**src/twd_pkg.sv**
```systemverilog
// shared constants and types for the wrapped distance block
`default_nettype none
package twd_pkg;

   localparam int COORD_BITS_DEFAULT = 16;
   localparam int LEN_BITS           = 16;
   localparam int CSR_INDEX_BITS     = 1;
   localparam logic [LEN_BITS-1:0] LEN_RESET = 16'd4096;

   typedef enum logic [CSR_INDEX_BITS-1:0] {
      CSR_PLOT_LENGTH_X = 1'b0,
      CSR_PLOT_LENGTH_Y = 1'b1
   } csr_index_type;

endpackage
`default_nettype wire

```
**src/twd_gap_pipe.sv**
```systemverilog
// four stage front end: wrapped gap per axis, squares and their sum
`default_nettype none
module twd_gap_pipe
   import twd_pkg::*;
#(
   parameter int CB = COORD_BITS_DEFAULT
) (
   input  wire logic                clock,
   input  wire logic                reset,
   input  wire logic                in_valid,
   output logic                     in_ready,
   input  wire logic [CB-1:0]       from_x,
   input  wire logic [CB-1:0]       from_y,
   input  wire logic [CB-1:0]       to_x,
   input  wire logic [CB-1:0]       to_y,
   input  wire logic [LEN_BITS-1:0] len_x,
   input  wire logic [LEN_BITS-1:0] len_y,
   output logic                     out_valid,
   input  wire logic                out_ready,
   output logic [2*CB:0]            out_sum
);

   localparam int SW = 2 * CB + 1;

   logic [3:0] v_ff;
   logic [3:0] v_in;
   logic [3:0] rdy;

   logic [CB-1:0]          dir_x_ff, dir_y_ff;
   logic signed [CB+1:0]   wrap_x_ff, wrap_y_ff;
   logic [CB-1:0]          mag_x_ff, mag_y_ff;
   logic [CB-1:0]          mag_x_in, mag_y_in;
   logic [2*CB-1:0]        sq_x_ff, sq_y_ff;
   logic [SW-1:0]          sum_ff;

   function automatic logic [CB-1:0] direct_gap(input logic [CB-1:0] f, input logic [CB-1:0] t);
      logic [CB-1:0] mx;
      logic [CB-1:0] mn;
      begin
         mx = (t > f) ? t : f;
         mn = (t > f) ? f : t;
         return mx - mn;
      end
   endfunction

   function automatic logic signed [CB+1:0] wrap_gap(input logic [CB-1:0] f,
                                                     input logic [CB-1:0] t,
                                                     input logic [CB-1:0] l);
      logic [CB-1:0] mx;
      logic [CB-1:0] mn;
      begin
         mx = (t > f) ? t : f;
         mn = (t > f) ? f : t;
         return $signed({2'b00, mn}) + $signed({2'b00, l}) - $signed({2'b00, mx});
      end
   endfunction

   function automatic logic [CB-1:0] kept_mag(input logic [CB-1:0] d,
                                              input logic signed [CB+1:0] w);
      logic signed [CB+1:0] kept;
      logic signed [CB+1:0] pos;
      begin
         kept = ($signed({2'b00, d}) < w) ? $signed({2'b00, d}) : w;
         pos  = kept[CB+1] ? -kept : kept;
         return pos[CB-1:0];
      end
   endfunction

   // ready ripples back, so bubbles collapse while the output stalls
   assign rdy[3]   = !v_ff[3] || out_ready;
   assign rdy[2]   = !v_ff[2] || rdy[3];
   assign rdy[1]   = !v_ff[1] || rdy[2];
   assign rdy[0]   = !v_ff[0] || rdy[1];
   assign in_ready = rdy[0];

   always_comb begin
      v_in[0] = rdy[0] ? in_valid : v_ff[0];
      v_in[1] = rdy[1] ? v_ff[0]  : v_ff[1];
      v_in[2] = rdy[2] ? v_ff[1]  : v_ff[2];
      v_in[3] = rdy[3] ? v_ff[2]  : v_ff[3];
   end

   always_ff @(posedge clock) begin
      if (reset) begin
         v_ff <= '0;
      end else begin
         v_ff <= v_in;
      end
   end

   assign mag_x_in = kept_mag(dir_x_ff, wrap_x_ff);
   assign mag_y_in = kept_mag(dir_y_ff, wrap_y_ff);

   always_ff @(posedge clock) begin
      if (rdy[0]) begin
         dir_x_ff  <= direct_gap(from_x, to_x);
         dir_y_ff  <= direct_gap(from_y, to_y);
         wrap_x_ff <= wrap_gap(from_x, to_x, CB'(len_x));
         wrap_y_ff <= wrap_gap(from_y, to_y, CB'(len_y));
      end
      if (rdy[1]) begin
         mag_x_ff <= mag_x_in;
         mag_y_ff <= mag_y_in;
      end
      if (rdy[2]) begin
         sq_x_ff <= (2*CB)'(mag_x_ff) * (2*CB)'(mag_x_ff);
         sq_y_ff <= (2*CB)'(mag_y_ff) * (2*CB)'(mag_y_ff);
      end
      if (rdy[3]) begin
         sum_ff <= SW'(sq_x_ff) + SW'(sq_y_ff);
      end
   end

   assign out_valid = v_ff[3];
   assign out_sum   = sum_ff;

   a_mag_x_bound: assert property (@(posedge clock) disable iff (reset)
      (v_ff[0] && rdy[1]) |=> (mag_x_ff <= $past(dir_x_ff)))
      else $error("x gap exceeds direct gap");

   a_mag_y_bound: assert property (@(posedge clock) disable iff (reset)
      (v_ff[0] && rdy[1]) |=> (mag_y_ff <= $past(dir_y_ff)))
      else $error("y gap exceeds direct gap");

   a_reset_empty: assert property (@(posedge clock)
      reset |=> (v_ff == 4'b0000))
      else $error("front end not empty after reset");

endmodule
`default_nettype wire

```
**src/twd_isqrt_pipe.sv**
```systemverilog
// pipelined restoring square root, one root bit per stage
`default_nettype none
module twd_isqrt_pipe
   import twd_pkg::*;
#(
   parameter int CB = COORD_BITS_DEFAULT
) (
   input  wire logic          clock,
   input  wire logic          reset,
   input  wire logic          in_valid,
   output logic               in_ready,
   input  wire logic [2*CB:0] in_sum,
   output logic               out_valid,
   input  wire logic          out_ready,
   output logic [CB:0]        out_root
);

   localparam int R   = CB + 1;
   localparam int SW  = 2 * CB + 1;
   localparam int PW  = 2 * R;
   localparam int RW  = R + 2;
   localparam int SQW = 2 * R + 1;

   logic [R-1:0]  v_ff;
   logic [R-1:0]  rdy;
   logic [SW-1:0] sum_ff  [R];
   logic [RW-1:0] rem_ff  [R];
   logic [R-1:0]  root_ff [R];

   genvar k;
   generate
      for (k = 0; k < R; k++) begin : g_stage
         localparam int P = R - 1 - k;

         logic          v_src;
         logic [SW-1:0] sum_src;
         logic [RW-1:0] rem_src;
         logic [R-1:0]  root_src;
         logic [PW-1:0] padded;
         logic [1:0]    two;
         logic [RW-1:0] rem_sh;
         logic [RW-1:0] trial;
         logic [RW-1:0] rem_in;
         logic [R-1:0]  root_in;

         if (k == 0) begin : g_first
            assign v_src    = in_valid;
            assign sum_src  = in_sum;
            assign rem_src  = '0;
            assign root_src = '0;
         end else begin : g_next
            assign v_src    = v_ff[k-1];
            assign sum_src  = sum_ff[k-1];
            assign rem_src  = rem_ff[k-1];
            assign root_src = root_ff[k-1];
         end

         if (k == R - 1) begin : g_last_rdy
            assign rdy[k] = !v_ff[k] || out_ready;
         end else begin : g_mid_rdy
            assign rdy[k] = !v_ff[k] || rdy[k+1];
         end

         always_comb begin
            padded = PW'(sum_src);
            two    = padded[2*P+1 -: 2];
            rem_sh = {rem_src[RW-3:0], two};
            trial  = {root_src, 2'b01};
            if (rem_sh >= trial) begin
               rem_in  = rem_sh - trial;
               root_in = {root_src[R-2:0], 1'b1};
            end else begin
               rem_in  = rem_sh;
               root_in = {root_src[R-2:0], 1'b0};
            end
         end

         always_ff @(posedge clock) begin
            if (reset) begin
               v_ff[k] <= 1'b0;
            end else if (rdy[k]) begin
               v_ff[k] <= v_src;
            end
         end

         always_ff @(posedge clock) begin
            if (rdy[k]) begin
               sum_ff[k]  <= sum_src;
               rem_ff[k]  <= rem_in;
               root_ff[k] <= root_in;
            end
         end
      end
   endgenerate

   assign in_ready  = rdy[0];
   assign out_valid = v_ff[R-1];
   assign out_root  = root_ff[R-1];

   a_root_low: assert property (@(posedge clock) disable iff (reset)
      out_valid |-> ((SQW'(out_root) * SQW'(out_root)) <= SQW'(sum_ff[R-1])))
      else $error("root too large");

   a_root_high: assert property (@(posedge clock) disable iff (reset)
      out_valid |-> (((SQW'(out_root) + 1'b1) * (SQW'(out_root) + 1'b1))
                     > SQW'(sum_ff[R-1])))
      else $error("root too small");

   a_reset_empty: assert property (@(posedge clock)
      reset |=> (v_ff == '0))
      else $error("root pipeline not empty after reset");

endmodule
`default_nettype wire

```
**src/torus_wrapped_distance.sv**
```systemverilog
// top level: wrapped distance between two points on a torus shaped plot
//
// req channel carries one point pair per item (from_x, from_y, to_x, to_y),
// unsigned fixed point with four fraction bits. rsp channel returns one item
// per request, the floor of the wrapped euclidean distance, one bit wider.
// both channels use valid/ready; a transfer happens when both are high.
// path from request transfer to rsp_valid: four front end stages (gaps,
// kept magnitude, squares, sum) and one square root stage per result bit.
// a new item is taken every cycle while the pipeline does not stall.
// when rsp_ready is low the last stage holds its item; ready ripples back
// stage by stage so empty stages keep filling until the pipeline is full.
// csr write port sets the two plot lengths, no read back.
// the user writes plot lengths only while the pipeline is empty; the block does not enforce it.
// synchronous reset empties the pipeline and sets both lengths to 4096.
`default_nettype none
module torus_wrapped_distance
   import twd_pkg::*;
#(
   parameter int COORD_BITS = COORD_BITS_DEFAULT
) (
   input  wire logic                      clock,
   input  wire logic                      reset,
   input  wire logic                      req_valid,
   output logic                           req_ready,
   input  wire logic [COORD_BITS-1:0]     req_from_x,
   input  wire logic [COORD_BITS-1:0]     req_from_y,
   input  wire logic [COORD_BITS-1:0]     req_to_x,
   input  wire logic [COORD_BITS-1:0]     req_to_y,
   output logic                           rsp_valid,
   input  wire logic                      rsp_ready,
   output logic [COORD_BITS:0]            rsp_distance,
   input  wire logic                      csr_we,
   input  wire logic [CSR_INDEX_BITS-1:0] csr_index,
   input  wire logic [LEN_BITS-1:0]       csr_wdata
);

   logic [LEN_BITS-1:0]   len_x_ff, len_y_ff;
   logic                  sum_valid;
   logic                  sum_ready;
   logic [2*COORD_BITS:0] sum;

   always_ff @(posedge clock) begin
      if (reset) begin
         len_x_ff <= LEN_RESET;
         len_y_ff <= LEN_RESET;
      end else if (csr_we) begin
         unique case (csr_index_type'(csr_index))
            CSR_PLOT_LENGTH_X: len_x_ff <= csr_wdata;
            CSR_PLOT_LENGTH_Y: len_y_ff <= csr_wdata;
            default: ;
         endcase
      end
   end

   twd_gap_pipe #(
      .CB (COORD_BITS)
   ) u_gap (
      .clock     (clock),
      .reset     (reset),
      .in_valid  (req_valid),
      .in_ready  (req_ready),
      .from_x    (req_from_x),
      .from_y    (req_from_y),
      .to_x      (req_to_x),
      .to_y      (req_to_y),
      .len_x     (len_x_ff),
      .len_y     (len_y_ff),
      .out_valid (sum_valid),
      .out_ready (sum_ready),
      .out_sum   (sum)
   );

   twd_isqrt_pipe #(
      .CB (COORD_BITS)
   ) u_sqrt (
      .clock     (clock),
      .reset     (reset),
      .in_valid  (sum_valid),
      .in_ready  (sum_ready),
      .in_sum    (sum),
      .out_valid (rsp_valid),
      .out_ready (rsp_ready),
      .out_root  (rsp_distance)
   );

endmodule
`default_nettype wire

```
**config.mk**
```make
export PLATFORM = sky130hd
export DESIGN_NAME = torus_wrapped_distance
export DESIGN_NICKNAME = d
export VERILOG_FILES = /design/src/twd_pkg.sv /design/src/twd_gap_pipe.sv /design/src/twd_isqrt_pipe.sv /design/src/torus_wrapped_distance.sv
export SDC_FILE = /design/constraint.sdc
export NUM_CORES = 2
export LEC_CHECK = 0
export BUFFER_PORTS_ARGS = -buffer_cell sky130_fd_sc_hd__buf_2
export CORE_MARGIN = 2
export CORE_UTILIZATION = 35
export DETAILED_ROUTE_END_ITERATION = 6
export PLACE_DENSITY = 0.56
export SETUP_SLACK_MARGIN = 0.2
export SLEW_MARGIN = 15
export SYNTH_ARGS = -nofsm -noshare
export SYNTH_HDL_FRONTEND = slang
export SYNTH_SLANG_ARGS = --single-unit
```
**constraint.sdc**
```tcl
create_clock -name clock -period 7.5 [get_ports clock]
set_input_delay 0.75 -clock clock [delete_from_list [all_inputs] [get_ports clock]]
set_output_delay 0.75 -clock clock [all_outputs]
set_load 0.01 [all_outputs]
```
[Yosys cells after proc, flatten, opt, wreduce, memory -nomap -nowiden]
Memories as Yosys holds them, arrays and structs flattened.
Cells that the tools add are included.
Word-level totals
  memories kept: 3
  logic and storage cells: 205
  memory bits (writable): 1173
  bits in registers: 250
  output and inout bits: 19
  bits of input ports: 86
Operators by class
  reductions and logical operators: 44
  order comparisons: 21
  $mul: 2
  add/sub/neg operators: 26
  mux-type cells: 76
  bitwise gates (word level): 1
Memory list
  u_sqrt.sum_ff: depth 17, bits a word 33, read ports 16, clocked after Yosys merged registers in 0, write ports 17, RTL line twd_isqrt_pipe.sv:26  | logic [SW-1:0] sum_ff [R];
  u_sqrt.rem_ff: depth 17, bits a word 19, read ports 16, clocked after Yosys merged registers in 0, write ports 17, RTL line twd_isqrt_pipe.sv:27  | logic [RW-1:0] rem_ff [R];
  u_sqrt.root_ff: depth 17, bits a word 17, read ports 17, clocked after Yosys merged registers in 0, write ports 17, RTL line twd_isqrt_pipe.sv:28  | logic [R-1:0] root_ff [R];
Operators by type and width (number)
  $mux W19: 17
  $ge A19 B19 Y1: 16
  $sub A19 B19 Y19: 16
  $mux W16: 6
  $mul A16 B16 Y32: 2
  $mux W1: 51
  $lt A17 B18 Y1: 2
  $mux W18: 2
  $sub A18 B17 Y18: 2
  $add A16 B16 Y17: 2
  $add A32 B32 Y33: 1
  $gt A16 B16 Y1: 2
  $neg A16 Y16: 2
  $sub A16 B16 Y16: 2
  $logic_not A1 Y1: 21
  $logic_or A1 B1 Y1: 21
  $reduce_and A2 Y1: 2
  $sub A1 B1 Y2 const B: 1
  $ge A1 B1 Y1 const B: 1
  $not A1 Y1: 1

[Longest topological paths before layout]
  word-level depth: 22
  gate-level depth with buffers: 32
  depth with buffers taken out: 28

[Modules after synthesis]
A second synthesis with hierarchy kept.
Unflattened totals
  cells, all modules: 5585
  area, all modules: 61759.2 µm²
By module, submodules not included
  twd_isqrt_pipe: area an instance 31443.9 µm², seq. area each 20609.8 µm², instances 1, cells each 2373
  twd_gap_pipe: area an instance 28966.5 µm², seq. area each 5935.7 µm², instances 1, cells each 3088
  torus_wrapped_distance: area an instance 1348.8 µm², seq. area each 640.6 µm², instances 1, cells each 124

[Worst setup path after synthesis]
OpenSTA, ideal clock, no wires.
  kind: in2reg
  from: input port req_from_x[3]
  to: register u_gap.wrap_x_ff[16] (data pin)
  stages on the path: 30
  path slack: 560 ps
  data required time: 7235 ps
  data arrival time: 6675 ps
  cell sequence: inv_1 -> ha_1 -> clkbuf_1 -> a21oi_1 -> a211oi_2 -> a2111oi_4 -> or2_1 -> buf_4 -> buf_2 -> clkbuf_1 -> buf_1 -> nor2_1 -> a21o_1 -> ha_1 -> a21o_1 -> a21oi_1 -> o21ai_0 -> a21oi_1 -> nor2b_1 -> o21a_1 -> o31a_1 -> o41ai_1 -> o21bai_1 -> a21oi_1 -> xnor2_1 -> ha_1 -> nand2_1 -> o41a_1 -> o21ai_0 -> xor2_1
On the way
  cells in the longest elaborated chain, start to end: 4
  elaborated cells between the ends (all ways): 5
  classes of those cells: add/sub: 2; order compare: 1; mux: 2
Ends and longest elaborated chain
  start, declared: RTL line torus_wrapped_distance.sv:25  | input wire logic [COORD_BITS-1:0] req_from_x,
  $gt A16 B16 Y1: RTL line twd_gap_pipe.sv:52, twd_gap_pipe.sv:53
  $mux W16: RTL line twd_gap_pipe.sv:53  | mn = (t > f) ? f : t;
  $add A16 B16 Y17: RTL line twd_gap_pipe.sv:54  | return $signed({2'b00, mn}) + $signed({2'b00, l}) - $signed({2'b00, mx});
  $sub A18 B17 Y18 *: RTL line twd_gap_pipe.sv:54
  end signal, assigned: RTL line twd_gap_pipe.sv:98  | wrap_x_ff <= wrap_gap(from_x, to_x, CB'(len_x));
  end, declared: RTL line twd_gap_pipe.sv:30  | logic signed [CB+1:0] wrap_x_ff, wrap_y_ff;
Every way passes the cells marked *; elsewhere a longest branch is shown, timed or not.
A chain may end at the register's enable or synchronous reset.

[Worst setup path in the final report]
  from: register u_gap.mag_y_ff[4]
  to: register u_gap.sq_y_ff[28] (data pin)
On the way
  cells in the longest elaborated chain, start to end: 1
Ends and longest elaborated chain
  start, declared: RTL line twd_gap_pipe.sv:31  | logic [CB-1:0] mag_x_ff, mag_y_ff;
  start signal, assigned: RTL line twd_gap_pipe.sv:103  | mag_y_ff <= mag_y_in;
  $mul A16 B16 Y32: RTL line twd_gap_pipe.sv:107  | sq_y_ff <= (2*CB)'(mag_y_ff) * (2*CB)'(mag_y_ff);
  end signal, assigned: RTL line twd_gap_pipe.sv:107
  end, declared: RTL line twd_gap_pipe.sv:33  | logic [2*CB-1:0] sq_x_ff, sq_y_ff;
No other way between the ends.

==> flow_metrics.env <==
export IMPL_cts_hold_buf=0
export IMPL_hold_start="csr_wdata[7]"
export IMPL_numPortBuffers=104
export IMPL_rows=153
export IMPL_cp_end_kind="flip-flop"
export IMPL_avgSynthCellArea_um2=10.9
export IMPL_drtIter0Drc=1841
export IMPL_layout_nets=6723
export IMPL_finalSetupTns_ns=0
export IMPL_die_h_um=422
export IMPL_die_area_um2=178000
export IMPL_vias=39500
export IMPL_synthMuxAreaShare_pct=1.13
export IMPL_synth_seq_cells=923
export IMPL_firstDrtPassIters=6
export IMPL_synth_edf_count=870
export IMPL_synthAdderAreaFrac_pct=21.7
export IMPL_yosys_top_cells_area="edfxtp_1, fa_1, ha_1"
export IMPL_wl_per_cell_um=15.2
export IMPL_skew_ns=0.0678
export IMPL_hold_viol_final=0
export IMPL_grt_use_total_pct=14.0
export IMPL_grt_pass1_vias=39995
export IMPL_worstMarginPinSlew_ns=1.12
export IMPL_start_util_pct=35.2
export IMPL_htree_levels=3
export IMPL_synth_top_flop_cell="edfxtp_1"
export IMPL_yosys_area_share_simple_pct=11.7
export IMPL_synth_async_reset_ratio_pct=0
export IMPL_reg2reg_setup_slack_ns=0.58
export IMPL_die_width_um=422
export IMPL_cts_sinks=923
export IMPL_register_area_um2=27200
export IMPL_maxCapViolations=0
export IMPL_grt_first_pass_wirelength_mm=204
export IMPL_core_area_um2=174000
export IMPL_reg2regPathDepth=23
export IMPL_drv_slew=0
export IMPL_cts_tree="done"
export IMPL_startpoint_type="flip-flop"
export IMPL_crit_path_max_fanout=18
export IMPL_io_pins=105
export IMPL_numCtsBuffers=100
export IMPL_yosysTopAreaCellShare_pct=42.7
export IMPL_drt_total_wl_mm=125
export IMPL_synth_distinct_cells=92
export IMPL_min_path_type="input pin to flip-flop"
export IMPL_clock_tree_buffer_depth=3
export IMPL_grt_antenna_before_repair=1
export IMPL_netlist_area_um2=61200
export IMPL_syn_to_final_growth_pct=11.4
export IMPL_reg2reg_from="u_gap.mag_y_ff[4]"
export IMPL_yosysWarningCount=0
export IMPL_drive_above_1_share_pct=6.89
export IMPL_r2r_end="u_gap.sq_y_ff[28]"
export IMPL_grt_overflow=0
export IMPL_grt_max_degree=54
export IMPL_slew_headroom_pct=25.4
export IMPL_viasPerCell=4.83
export IMPL_outcome="complete, no violations"
export IMPL_multi_input_area_um2=30500
export IMPL_netlist_instances=5620
export IMPL_period_share_pct=92.3
export IMPL_gp_congestion=0.882
export IMPL_synth_top_area_cell="edfxtp_1"
export IMPL_min_path_cells=3
export IMPL_nFillCells=16938
export IMPL_synth_top_family_by_area="adder cells"
export IMPL_setup_viol=0
export IMPL_max_freq_ghz=0.144
export IMPL_worst_ep_required_time_ns=7.93
export IMPL_worst_setup_path_type="flip-flop to flip-flop"
export IMPL_clock_latency_ns=0.72
export IMPL_cts_root_buf="clkbuf_16"
export IMPL_synth_compound_area_share_pct=10.2
export IMPL_path_clk_slew_ns=0.06
export IMPL_ant_nets=0
export IMPL_fin_crit_ns=6.92
export IMPL_worstHoldEndpoint="len_x_ff[7]"
export IMPL_rsz0062_at_grt="false"
export IMPL_synth_nets=6569
export IMPL_ys_seq_area_share_pct=44.4
export IMPL_drc=0
export IMPL_cp_arrival_ns=7.36
export IMPL_dp_hpwl_mm=98.5
export IMPL_synth_xor_area_share_pct=5.01
## synth_stat cells (8+ instances only)
library cell  number
xnor2_1          234
o2111ai_1         10
nor4_1            30
inv_1            821
nand4_1           37
o21bai_1          30
o31a_1            11
edfxtp_1         870
mux2_2            16
o21ai_0          216
nor3_1           135
a21o_1           106
a21oi_1          333
nand2_1          466
o31ai_1           30
o21a_1            70
a211oi_1          20
clkbuf_1         101
fa_1             334
a31oi_1           18
nor2_1           363
and2_1           111
xor2_1           116
o41ai_1            9
o22ai_1           11
or2_2             23
mux2i_1           51
or4_1             17
o211ai_1           8
nand2b_1          60
or3_1             42
and3_1            25
nand3b_1          14
nor3b_1           14
dfxtp_1           53
nand3_1           66
nor2b_1           54
a21boi_0          32
ha_1             529
## how the worst max path moves through the flow
stage | from | to | cells after the start
after floorplan | req_from_x[3] | u_gap.wrap_x_ff[16] | 30
after global placement | u_gap.mag_y_ff[4] | u_gap.sq_y_ff[28] | 23
after CTS | u_gap.mag_x_ff[6] | u_gap.sq_x_ff[31] | 24
final | u_gap.mag_y_ff[4] | u_gap.sq_y_ff[28] | 23
after detailed placement | u_gap.mag_x_ff[9] | u_gap.sq_x_ff[31] | 24
after global routing | u_gap.mag_y_ff[4] | u_gap.sq_y_ff[31] | 22
## cell families (layout without fill, tap and decap cells)
group           after synthesis  after routing
simple gates               1488           1488
compound gates              991            991
fa+ha+maj                   863            863
mux                          67             67
xor+xnor                    350            350
other cells                   1              2
flops                       923            923
buf+inv                     937           1177
## stage by stage
stage | worst slack [ns] | std cells | hold WS (ns) | cell area (um2) | utilization (%)
2_1_floorplan | 0.560 | 5620 | 0.400 | 61200 | -
3_3_place_gp | 0.646 | 7994 | 0.401 | 64700 | 37.2
3_5_place_dp | 0.564 | 7994 | 0.405 | 64700 | 37.2
4_1_cts | 0.560 | 8182 | 0.239 | 68200 | 39.2
5_1_grt | 0.210 | 8185 | 0.259 | 68200 | 39.2
6_report | 0.578 | 8186 | 0.311 | 68200 | 39.2
## flip-flops by register name (all words and copies together), names as in the netlist, 18 cells and up
register and cells:
u_sqrt.sum_ff 278, u_sqrt.rem_ff 250, u_sqrt.root_ff 147, u_gap.out_sum 33, u_gap.sq_x_ff 31, u_gap.sq_y_ff 31
u_gap.wrap_x_ff 18, u_gap.wrap_y_ff 18
## final cells by class
| cell class | count | area share (%) |
|---|---|---|
| diodes | 1 | 0.00367 |
| clock buffers | 129 | 3.99 |
| clock inverters | 59 | 1.14 |
| inverters | 821 | 4.52 |
| multi-input cells | 3760 | 44.7 |
| flip-flops and latches | 923 | 39.9 |
| well taps | 2325 | 4.27 |
| repair buffers | 168 | 1.47 |
## cells in the final DEF, fill, tap and decap left out, drive strengths merged, types with 111 or more instances in the layout
cell type	n
buf	168
clkbuf	129
ha	529
inv	822
nor3	136
and2	111
nand2	466
edfxtp	870
o21ai	222
xnor2	234
xor2	116
fa	334
nor2	363
a21oi	335
## metal layers
metal  part of all wire [%]  global-route usage [%]  up-vias
met2                     52                    26.4      621
li1                       -                       -    19746
met3                    3.1                    1.95      195
met5                      0                       0        -
met4                    3.1                    4.39        0
met1                     41                    16.2    18938
## timing repair
action | 4_1_cts | 5_1_grt
setup buffers | 0 | 3
resized for setup | 0 | 1
setup endpoints to repair | 0 | 1
## worst max-delay path, stage by stage, from the launching register on
cell and delay (ns):
edfxtp_1 0.82, and2_1 0.30, fa_1 0.44, inv_1 0.08, fa_1 0.40, inv_1 0.09
fa_1 0.44, fa_1 0.50, fa_1 0.49, inv_1 0.05, fa_1 0.49, inv_1 0.05
ha_1 0.34, nand3_1 0.16, o221ai_1 0.43, a21o_1 0.19, a41oi_1 0.06, a21oi_1 0.32
a41oi_1 0.21, a211oi_1 0.40, nand3_1 0.12, nand2_1 0.08, a21oi_1 0.07, xnor2_1 0.13
Power is not shown: default switching activity piles up to over one toggle a cycle in this logic, so the estimate is an artifact.
